## config.mk

```make
export PLATFORM = sky130hd
export DESIGN_NAME = alpha_unpremultiply_8888_unit
export DESIGN_NICKNAME = d
export VERILOG_FILES = /design/src/hw/rtl/aup_pkg.sv /design/src/hw/rtl/aup_queue.sv /design/src/hw/rtl/aup_front.sv /design/src/hw/rtl/aup_back.sv /design/src/hw/rtl/alpha_unpremultiply_8888_unit.sv
export SDC_FILE = /design/constraint.sdc
export NUM_CORES = 2
export LEC_CHECK = 0
export ABC_AREA = 1
export BUFFER_PORTS_ARGS = -buffer_cell sky130_fd_sc_hd__buf_2
export CORE_MARGIN = 2
export CORE_UTILIZATION = 57
export CTS_BUF_LIST = sky130_fd_sc_hd__clkbuf_4 sky130_fd_sc_hd__clkbuf_8
export DETAILED_ROUTE_END_ITERATION = 12
export GPL_ROUTABILITY_DRIVEN = 0
export PLACE_DENSITY = 0.83
export SYNTH_ARGS = -nofsm -noshare
export SYNTH_HDL_FRONTEND = slang
export SYNTH_HIERARCHICAL = 1
export SYNTH_SLANG_ARGS = --single-unit
```

## constraint.sdc

```tcl
create_clock -name clk -period 38.1 [get_ports clk]
set_input_delay 0 -clock clk [delete_from_list [all_inputs] [get_ports clk]]
set_output_delay 0 -clock clk [all_outputs]
set_load 0.005 [all_outputs]
```

## src/hw/rtl/aup_pkg.sv

```systemverilog
// Shared types and constants for the alpha un-premultiply unit.
package aup_pkg;

  localparam int CHAN_W      = 8;
  localparam int NUM_CHAN    = 3;
  localparam int NUM_W       = 17;
  localparam int QUO_W       = 8;
  localparam int MID_DEPTH_DEF = 2;
  localparam int OUT_DEPTH_DEF = 2;

  localparam logic APOS_TRAILING = 1'b0;
  localparam logic APOS_LEADING  = 1'b1;

  typedef struct packed {
    logic                                  apos;
    logic [CHAN_W-1:0]                     alpha;
    logic                                  azero;
    logic [NUM_CHAN-1:0]                   clip;
    logic [NUM_CHAN-1:0][NUM_W-1:0]        num;
  } aup_mid_t;

  typedef struct packed {
    logic                                  apos;
    logic [CHAN_W-1:0]                     alpha;
    logic                                  azero;
    logic [NUM_CHAN-1:0]                   clip;
    logic [NUM_CHAN-1:0][NUM_W-1:0]        rem;
    logic [NUM_CHAN-1:0][QUO_W-1:0]        quo;
  } aup_work_t;

  typedef struct packed {
    logic [31:0] pixel;
    logic        clipped;
  } aup_res_t;

endpackage

```

## src/hw/rtl/aup_queue.sv

```systemverilog
// Small register-based first-in first-out queue.
module aup_queue #(
  parameter int WIDTH = 1,
  parameter int DEPTH = 2
) (
  input  logic             clk,
  input  logic             rst_n,
  input  logic             push,
  input  logic [WIDTH-1:0] push_data,
  output logic             full,
  input  logic             pop,
  output logic [WIDTH-1:0] pop_data,
  output logic             empty
);

  localparam int AW = (DEPTH > 1) ? $clog2(DEPTH) : 1;
  localparam int CW = $clog2(DEPTH + 1);

  logic [WIDTH-1:0] mem_r [DEPTH];
  logic [AW-1:0]    wr_ptr_r, rd_ptr_r;
  logic [CW-1:0]    cnt_r;
  logic             do_push, do_pop;

  assign full     = (cnt_r == CW'(DEPTH));
  assign empty    = (cnt_r == '0);
  assign do_push  = push && !full;
  assign do_pop   = pop && !empty;
  assign pop_data = mem_r[rd_ptr_r];

  always_ff @(posedge clk) begin
    if (!rst_n) begin
      wr_ptr_r <= '0;
      rd_ptr_r <= '0;
      cnt_r    <= '0;
    end else begin
      if (do_push) begin
        wr_ptr_r <= (wr_ptr_r == AW'(DEPTH - 1)) ? '0 : wr_ptr_r + AW'(1);
      end
      if (do_pop) begin
        rd_ptr_r <= (rd_ptr_r == AW'(DEPTH - 1)) ? '0 : rd_ptr_r + AW'(1);
      end
      if (do_push && !do_pop) begin
        cnt_r <= cnt_r + CW'(1);
      end else if (do_pop && !do_push) begin
        cnt_r <= cnt_r - CW'(1);
      end
    end
  end

  always_ff @(posedge clk) begin
    if (do_push) begin
      mem_r[wr_ptr_r] <= push_data;
    end
  end

endmodule

```

## src/hw/rtl/aup_front.sv

```systemverilog
// Front end: splits a pixel into alpha and colors and classifies each color.
module aup_front import aup_pkg::*; (
  input  logic [31:0] pixel,
  input  logic        apos,
  output aup_mid_t    item
);

  logic [CHAN_W-1:0] alpha;
  logic [CHAN_W-1:0] color [NUM_CHAN];

  always_comb begin
    alpha = (apos == APOS_LEADING) ? pixel[31:24] : pixel[7:0];
    for (int j = 0; j < NUM_CHAN; j++) begin
      color[j] = (apos == APOS_LEADING) ? pixel[j*CHAN_W +: CHAN_W]
                                        : pixel[(j+1)*CHAN_W +: CHAN_W];
    end
  end

  always_comb begin
    item.apos  = apos;
    item.alpha = alpha;
    item.azero = (alpha == '0);
    for (int j = 0; j < NUM_CHAN; j++) begin
      item.num[j] = {color[j], 9'd0} - {8'd0, color[j], 1'b0} + {9'd0, alpha};
      if (alpha == '0) begin
        item.clip[j] = (color[j] != '0);
      end else begin
        item.clip[j] = (item.num[j] >= {alpha, 9'd0});
      end
    end
  end

endmodule

```

## src/hw/rtl/aup_back.sv

```systemverilog
// Back end: pipelined restoring divider, one quotient bit per stage.
module aup_back import aup_pkg::*; (
  input  logic     clk,
  input  logic     rst_n,
  input  aup_mid_t mid_data,
  input  logic     mid_empty,
  output logic     mid_pop,
  output aup_res_t res_data,
  output logic     res_push,
  input  logic     res_full
);

  localparam int STAGES = QUO_W;

  aup_work_t         stg_r   [STAGES];
  aup_work_t         stg_in  [STAGES];
  aup_work_t         stg_nxt [STAGES];
  logic [STAGES-1:0] vld_r;
  logic              en;
  logic [CHAN_W-1:0] val [NUM_CHAN];
  aup_work_t         last;

  assign en      = !vld_r[STAGES-1] || !res_full;
  assign mid_pop = en && !mid_empty;

  always_comb begin
    stg_in[0].apos  = mid_data.apos;
    stg_in[0].alpha = mid_data.alpha;
    stg_in[0].azero = mid_data.azero;
    stg_in[0].clip  = mid_data.clip;
    stg_in[0].rem   = mid_data.num;
    stg_in[0].quo   = '0;
  end

  for (genvar k = 0; k < STAGES; k++) begin : g_stage
    localparam int BITPOS = STAGES - 1 - k;
    if (k > 0) begin : g_link
      assign stg_in[k] = stg_r[k-1];
    end

    always_comb begin
      logic [NUM_W-1:0] sub;
      stg_nxt[k] = stg_in[k];
      for (int j = 0; j < NUM_CHAN; j++) begin
        sub = {8'd0, stg_in[k].alpha, 1'b0} << BITPOS;
        if (stg_in[k].rem[j] >= sub) begin
          stg_nxt[k].rem[j]         = stg_in[k].rem[j] - sub;
          stg_nxt[k].quo[j][BITPOS] = 1'b1;
        end
      end
    end

    always_ff @(posedge clk) begin
      if (en) begin
        stg_r[k] <= stg_nxt[k];
      end
    end
  end

  always_ff @(posedge clk) begin
    if (!rst_n) begin
      vld_r <= '0;
    end else if (en) begin
      vld_r <= {vld_r[STAGES-2:0], !mid_empty};
    end
  end

  assign last = stg_r[STAGES-1];

  always_comb begin
    for (int j = 0; j < NUM_CHAN; j++) begin
      if (last.clip[j]) begin
        val[j] = '1;
      end else if (last.azero) begin
        val[j] = '0;
      end else begin
        val[j] = last.quo[j];
      end
    end
    if (last.apos == APOS_LEADING) begin
      res_data.pixel = {last.alpha, val[2], val[1], val[0]};
    end else begin
      res_data.pixel = {val[2], val[1], val[0], last.alpha};
    end
    res_data.clipped = |last.clip;
  end

  assign res_push = en && vld_r[STAGES-1];

  a_no_push_full: assert property (@(posedge clk) disable iff (!rst_n)
    res_push |-> !res_full)
    else $error("result pushed into a full queue");

  a_hold_on_stall: assert property (@(posedge clk) disable iff (!rst_n)
    !en |=> $stable(vld_r))
    else $error("pipeline moved while stalled");

  a_stall_cause: assert property (@(posedge clk) disable iff (!rst_n)
    !en |-> (vld_r[STAGES-1] && res_full && !mid_pop))
    else $error("stall without a blocked result");

endmodule

```

## src/hw/rtl/alpha_unpremultiply_8888_unit.sv

```systemverilog
// Top level of the alpha un-premultiply unit for 32-bit pixels.
// Input side is a queue: drive in_pixel_in with push; an item is taken
// at a clock edge where push is high and full is low.
// Output side is a queue: while empty is low, out_pixel_out and
// out_clipped show the oldest result; it is taken when pop is high.
// cfg_we with cfg_wdata sets the alpha byte position: 0 puts alpha in
// byte 0, 1 puts alpha in byte 3. Write it only while the unit is idle.
// Each item passes an input queue, an eight-stage divider pipeline that
// produces one quotient bit per stage, and an output queue. One item
// per cycle is sustained while the receiver keeps popping.
// Reset empties both queues and the pipeline and sets alpha position 0.
// When the receiver stops popping, the output queue fills, the pipeline
// holds, the input queue fills and full rises; nothing is dropped.
module alpha_unpremultiply_8888_unit import aup_pkg::*; #(
  parameter int MID_DEPTH = MID_DEPTH_DEF,
  parameter int OUT_DEPTH = OUT_DEPTH_DEF
) (
  input  logic        clk,
  input  logic        rst_n,
  input  logic        push,
  output logic        full,
  input  logic [31:0] in_pixel_in,
  output logic        empty,
  input  logic        pop,
  output logic [31:0] out_pixel_out,
  output logic        out_clipped,
  input  logic        cfg_we,
  input  logic        cfg_wdata
);

  logic     apos_r;
  aup_mid_t front_item;
  aup_mid_t mid_head;
  logic     mid_empty, mid_pop;
  aup_res_t res_in, res_head;
  logic     res_push, res_full;

  always_ff @(posedge clk) begin
    if (!rst_n) begin
      apos_r <= APOS_TRAILING;
    end else if (cfg_we) begin
      apos_r <= cfg_wdata;
    end
  end

  aup_front u_front (
    .pixel (in_pixel_in),
    .apos  (apos_r),
    .item  (front_item)
  );

  aup_queue #(
    .WIDTH ($bits(aup_mid_t)),
    .DEPTH (MID_DEPTH)
  ) u_mid_q (
    .clk       (clk),
    .rst_n     (rst_n),
    .push      (push),
    .push_data (front_item),
    .full      (full),
    .pop       (mid_pop),
    .pop_data  (mid_head),
    .empty     (mid_empty)
  );

  aup_back u_back (
    .clk       (clk),
    .rst_n     (rst_n),
    .mid_data  (mid_head),
    .mid_empty (mid_empty),
    .mid_pop   (mid_pop),
    .res_data  (res_in),
    .res_push  (res_push),
    .res_full  (res_full)
  );

  aup_queue #(
    .WIDTH ($bits(aup_res_t)),
    .DEPTH (OUT_DEPTH)
  ) u_out_q (
    .clk       (clk),
    .rst_n     (rst_n),
    .push      (res_push),
    .push_data (res_in),
    .full      (res_full),
    .pop       (pop),
    .pop_data  (res_head),
    .empty     (empty)
  );

  assign out_pixel_out = res_head.pixel;
  assign out_clipped   = res_head.clipped;

endmodule
```

==> run metrics <==
WL met1 38000 um; Seq cells post-synth 782; CP max FO 53; Post-Synth Adder-Cell Area 7.61%; Fin Setup TNS 0 ps; design area 49500 sq um; Cell Area, Synth 45300 sq um; CTS max path bufs 3; FF/Latch Area 23300 sq um; final net count 5528; Register-to-Register Path Depth 22; Clock power frac 15.3%; pin count of the biggest net entering global routing 208; share of cells above drive strength 1 9.62%; Ys Warns 6; Final Setup Violations 0; count of filler cells inserted in the layout 6010; Reg clk slew, reported paths 60 ps; period utilization 13.4%; largest family of logic cells by synthesized area simple AND/OR/NAND/NOR gates; syn avg cell area 9.03 sq um; Post-synth EDFFs 763; Post-CTS Setup Inserts 0; post-synth net total 5319; Die Ht 286 um; htree depth 3; Hold Worst Slack 76.9 ps; hold_buf cts 52; Die X 286 um; synth unique cells 55; DP Wirelength 74000 um; drt pass-1 iters 6; WL met3 5370 um; initial antenna violation count 3; Crit. End Element flop; kind of critical path flop to flop; Worst EP arrival 5570 ps; Sw Share 42.6%; die area 81700 sq um; post-route ant nets 0; Core Util, Final 62.8%; Total GRT Usage 24.3%; top_reg_cell synth edfxtp_1; total I/O pin count 73; CTS Root Cell clkbuf_8; row count 103; vias in the first global route 33594; Fmax 0.196 GHz; LEAKAGE 23.2 nW; post-layout min period 5110 ps; fin. max-slew vios 0; Post-Synth XOR/XNOR Area 2.05%; Synth-to-Final Area Change 9.36%; # DRC 0; part of the power in registers 36.2%; Rel. slew slack 24.4%; Slew @ Worst Pin 1130 ps; maxcap violations 0; DRT iter0 DRCs 2504; PortBufs 72; Compound-Gate Fraction of Synth Area 3.73%; clk sinks 782; worst hold-check path type primary input to flop; P_int 2.58 mW; Total Routed Length 99200 um; crit start category flop; PD cells 90.7 nW/um^2; initial core utilization 57.4%; WL/cell 15.6 um; top routing layer used met4; CP required 38560 ps; total grt overflow 0; Syn Inst Count 5018; number of vias per cell 5.35; cts repair resizes 0; Worst VDD drop 0.0000403 V; Placed Instances 6103; first-pass GRT wire length 161000 um; final hold vios 0; mux share of post-synthesis cell area 3.36%; ys async rst share 0%; Hold Path Cell Cnt 7; P_sw 1.92 mW; core area 78900 sq um; Seq/Total Area, Yosys 51.4%; area of the multi-input gates 18600 sq um; outcome finished, final reports clean; total CTS buffers 120; CTS tree yes; via count 34101; Worst-Skew Late Latency 750 ps; dpl cell area 46600 sq um; Clock Skews 46.5 ps; area share of and/or/nand/nor cells after synthesis 24.3%; final std cells w/o fill 6377; area leader, netlist edfxtp_1; RSZ-0062 raised after global routing no; combinational fraction of design power 48.6%; WL met2 48900 um; top post-synthesis cells by area edfxtp_1 (51%), nand2_1 (14%), ha_1 (6.7%); post-synth top area share 50.6%
critical path: stages, from the launching register on:
cell and delay, ps:
dfxtp_2 960, nand2_1 110, o21ai_1 410, inv_1 370, ha_1 450, nand2_1 130
inv_1 50, a21oi_1 180, nand2_1 90, nand2_1 60, nand2_1 80, nor2_1 160
nand2_1 70, dlygate4sd3_1 560, xor2_1 210, ha_1 300, and3_1 220, nand3_1 90
nor2_1 40, nand3_1 80, nand2_1 50, nand2_1 60, nand2_1 80
power groups by stage:
stage / Clock, mW / Combinational [mW] / Sequential, mW
2_1_floorplan: 0 / 1.72 / 1.54
3_3_place_gp: 0 / 2.04 / 1.62
3_5_place_dp: 0 / 2.13 / 1.64
4_1_cts: 0.701 / 2.15 / 1.62
5_1_grt: 0.736 / 2.48 / 1.66
6_report: 0.687 / 2.18 / 1.62
synthesized netlist by cell type, types with 21 or more instances:
library cell	count
nand2_1	1679
edfxtp_1	763
inv_1	758
nor2_1	417
nand3_1	318
ha_1	242
a21oi_1	139
mux2_4	90
xor2_1	83
o21ai_0	77
nand4_1	66
nor3_1	26
nand3b_1	25
xnor2_1	23
fa_1	21
nand2_2	21
o21ai_1	21
flip-flops by register name, summed over array words and instances (netlist names), named ones only:
register,cells
u_out_q/wr_ptr_r,1
u_mid_q/cnt_r,2
u_back/vld_r,8
u_out_q/mem_r,66
u_out_q/cnt_r,2
u_mid_q/rd_ptr_r,1
u_out_q/rd_ptr_r,1
apos_r,1
u_mid_q/wr_ptr_r,1
u_mid_q/mem_r,128
u_back/stg_r,569
area by class of cell:
class | instances | share of cell area (%)
clock inverters | 63 | 0.932
well taps | 1050 | 2.65
flip-flops and latches | 782 | 47.0
multi-input cells | 3410 | 37.6
inverters | 777 | 5.89
diodes | 2 | 0.0101
clock buffers | 157 | 3.89
repair buffers | 136 | 1.99
cell usage in the layout (no fill, tap or decap), types with 10 or more instances in the layout:
master,netlist,final
nand2_1,1679,1678
nor2_1,417,413
nor2_2,16,18
clkbuf_8,0,120
nand2_2,21,21
mux2_4,90,90
a21oi_2,19,19
and2_1,15,15
o21ai_2,12,12
or2_2,10,10
xnor2_1,23,23
inv_1,758,758
clkbuf_4,0,37
nand3b_1,25,25
buf_2,6,72
a21oi_1,139,139
dlygate4sd3_1,0,52
buf_4,10,11
clkinv_2,0,24
nor3_1,26,26
o21ai_1,21,21
nand3_2,14,14
o21ai_0,77,77
edfxtp_1,763,763
inv_2,16,16
clkinv_1,3,28
ha_1,242,242
nand3_1,318,318
dfxtp_1,19,16
xor2_1,83,83
nand4_1,66,66
fa_1,21,21
metal layers:
layer	global-route usage, %	vias up
met5	0	-
met4	15.7	0
met3	3.29	384
met2	42.9	1340
met1	27.7	15537
li1	-	16840
cells by family after synthesis:
logic type,Yosys count
AO/OA/AOI/OAI,297
XOR/XNOR,106
buffers and inverters,826
multiplexers,106
adder cells (fa/ha/maj),263
AND/OR/NAND/NOR,2638
flip-flops,782
final timing paths:
path | from | end | slack, ps
setup / recovery | apos_r | u_mid_q/mem_r[1][51] | 32990
hold / removal | in_pixel_in[0] | u_mid_q/mem_r[1][1] | 80
setup reg to reg | apos_r | u_mid_q/mem_r[1][51] | 32990
hold reg to reg | u_back/stg_r[1][183] | u_back/stg_r[1][271] | 400
stage by stage:
stage               worst slack, ps  power [mW]
CTS                           33160        4.47
global placement              33750        3.66
detailed placement            33560        3.76
floorplan                     20260        3.25
global route                  32600        4.87
finish                        32990        4.49
Power figures use the tool's default switching activity.
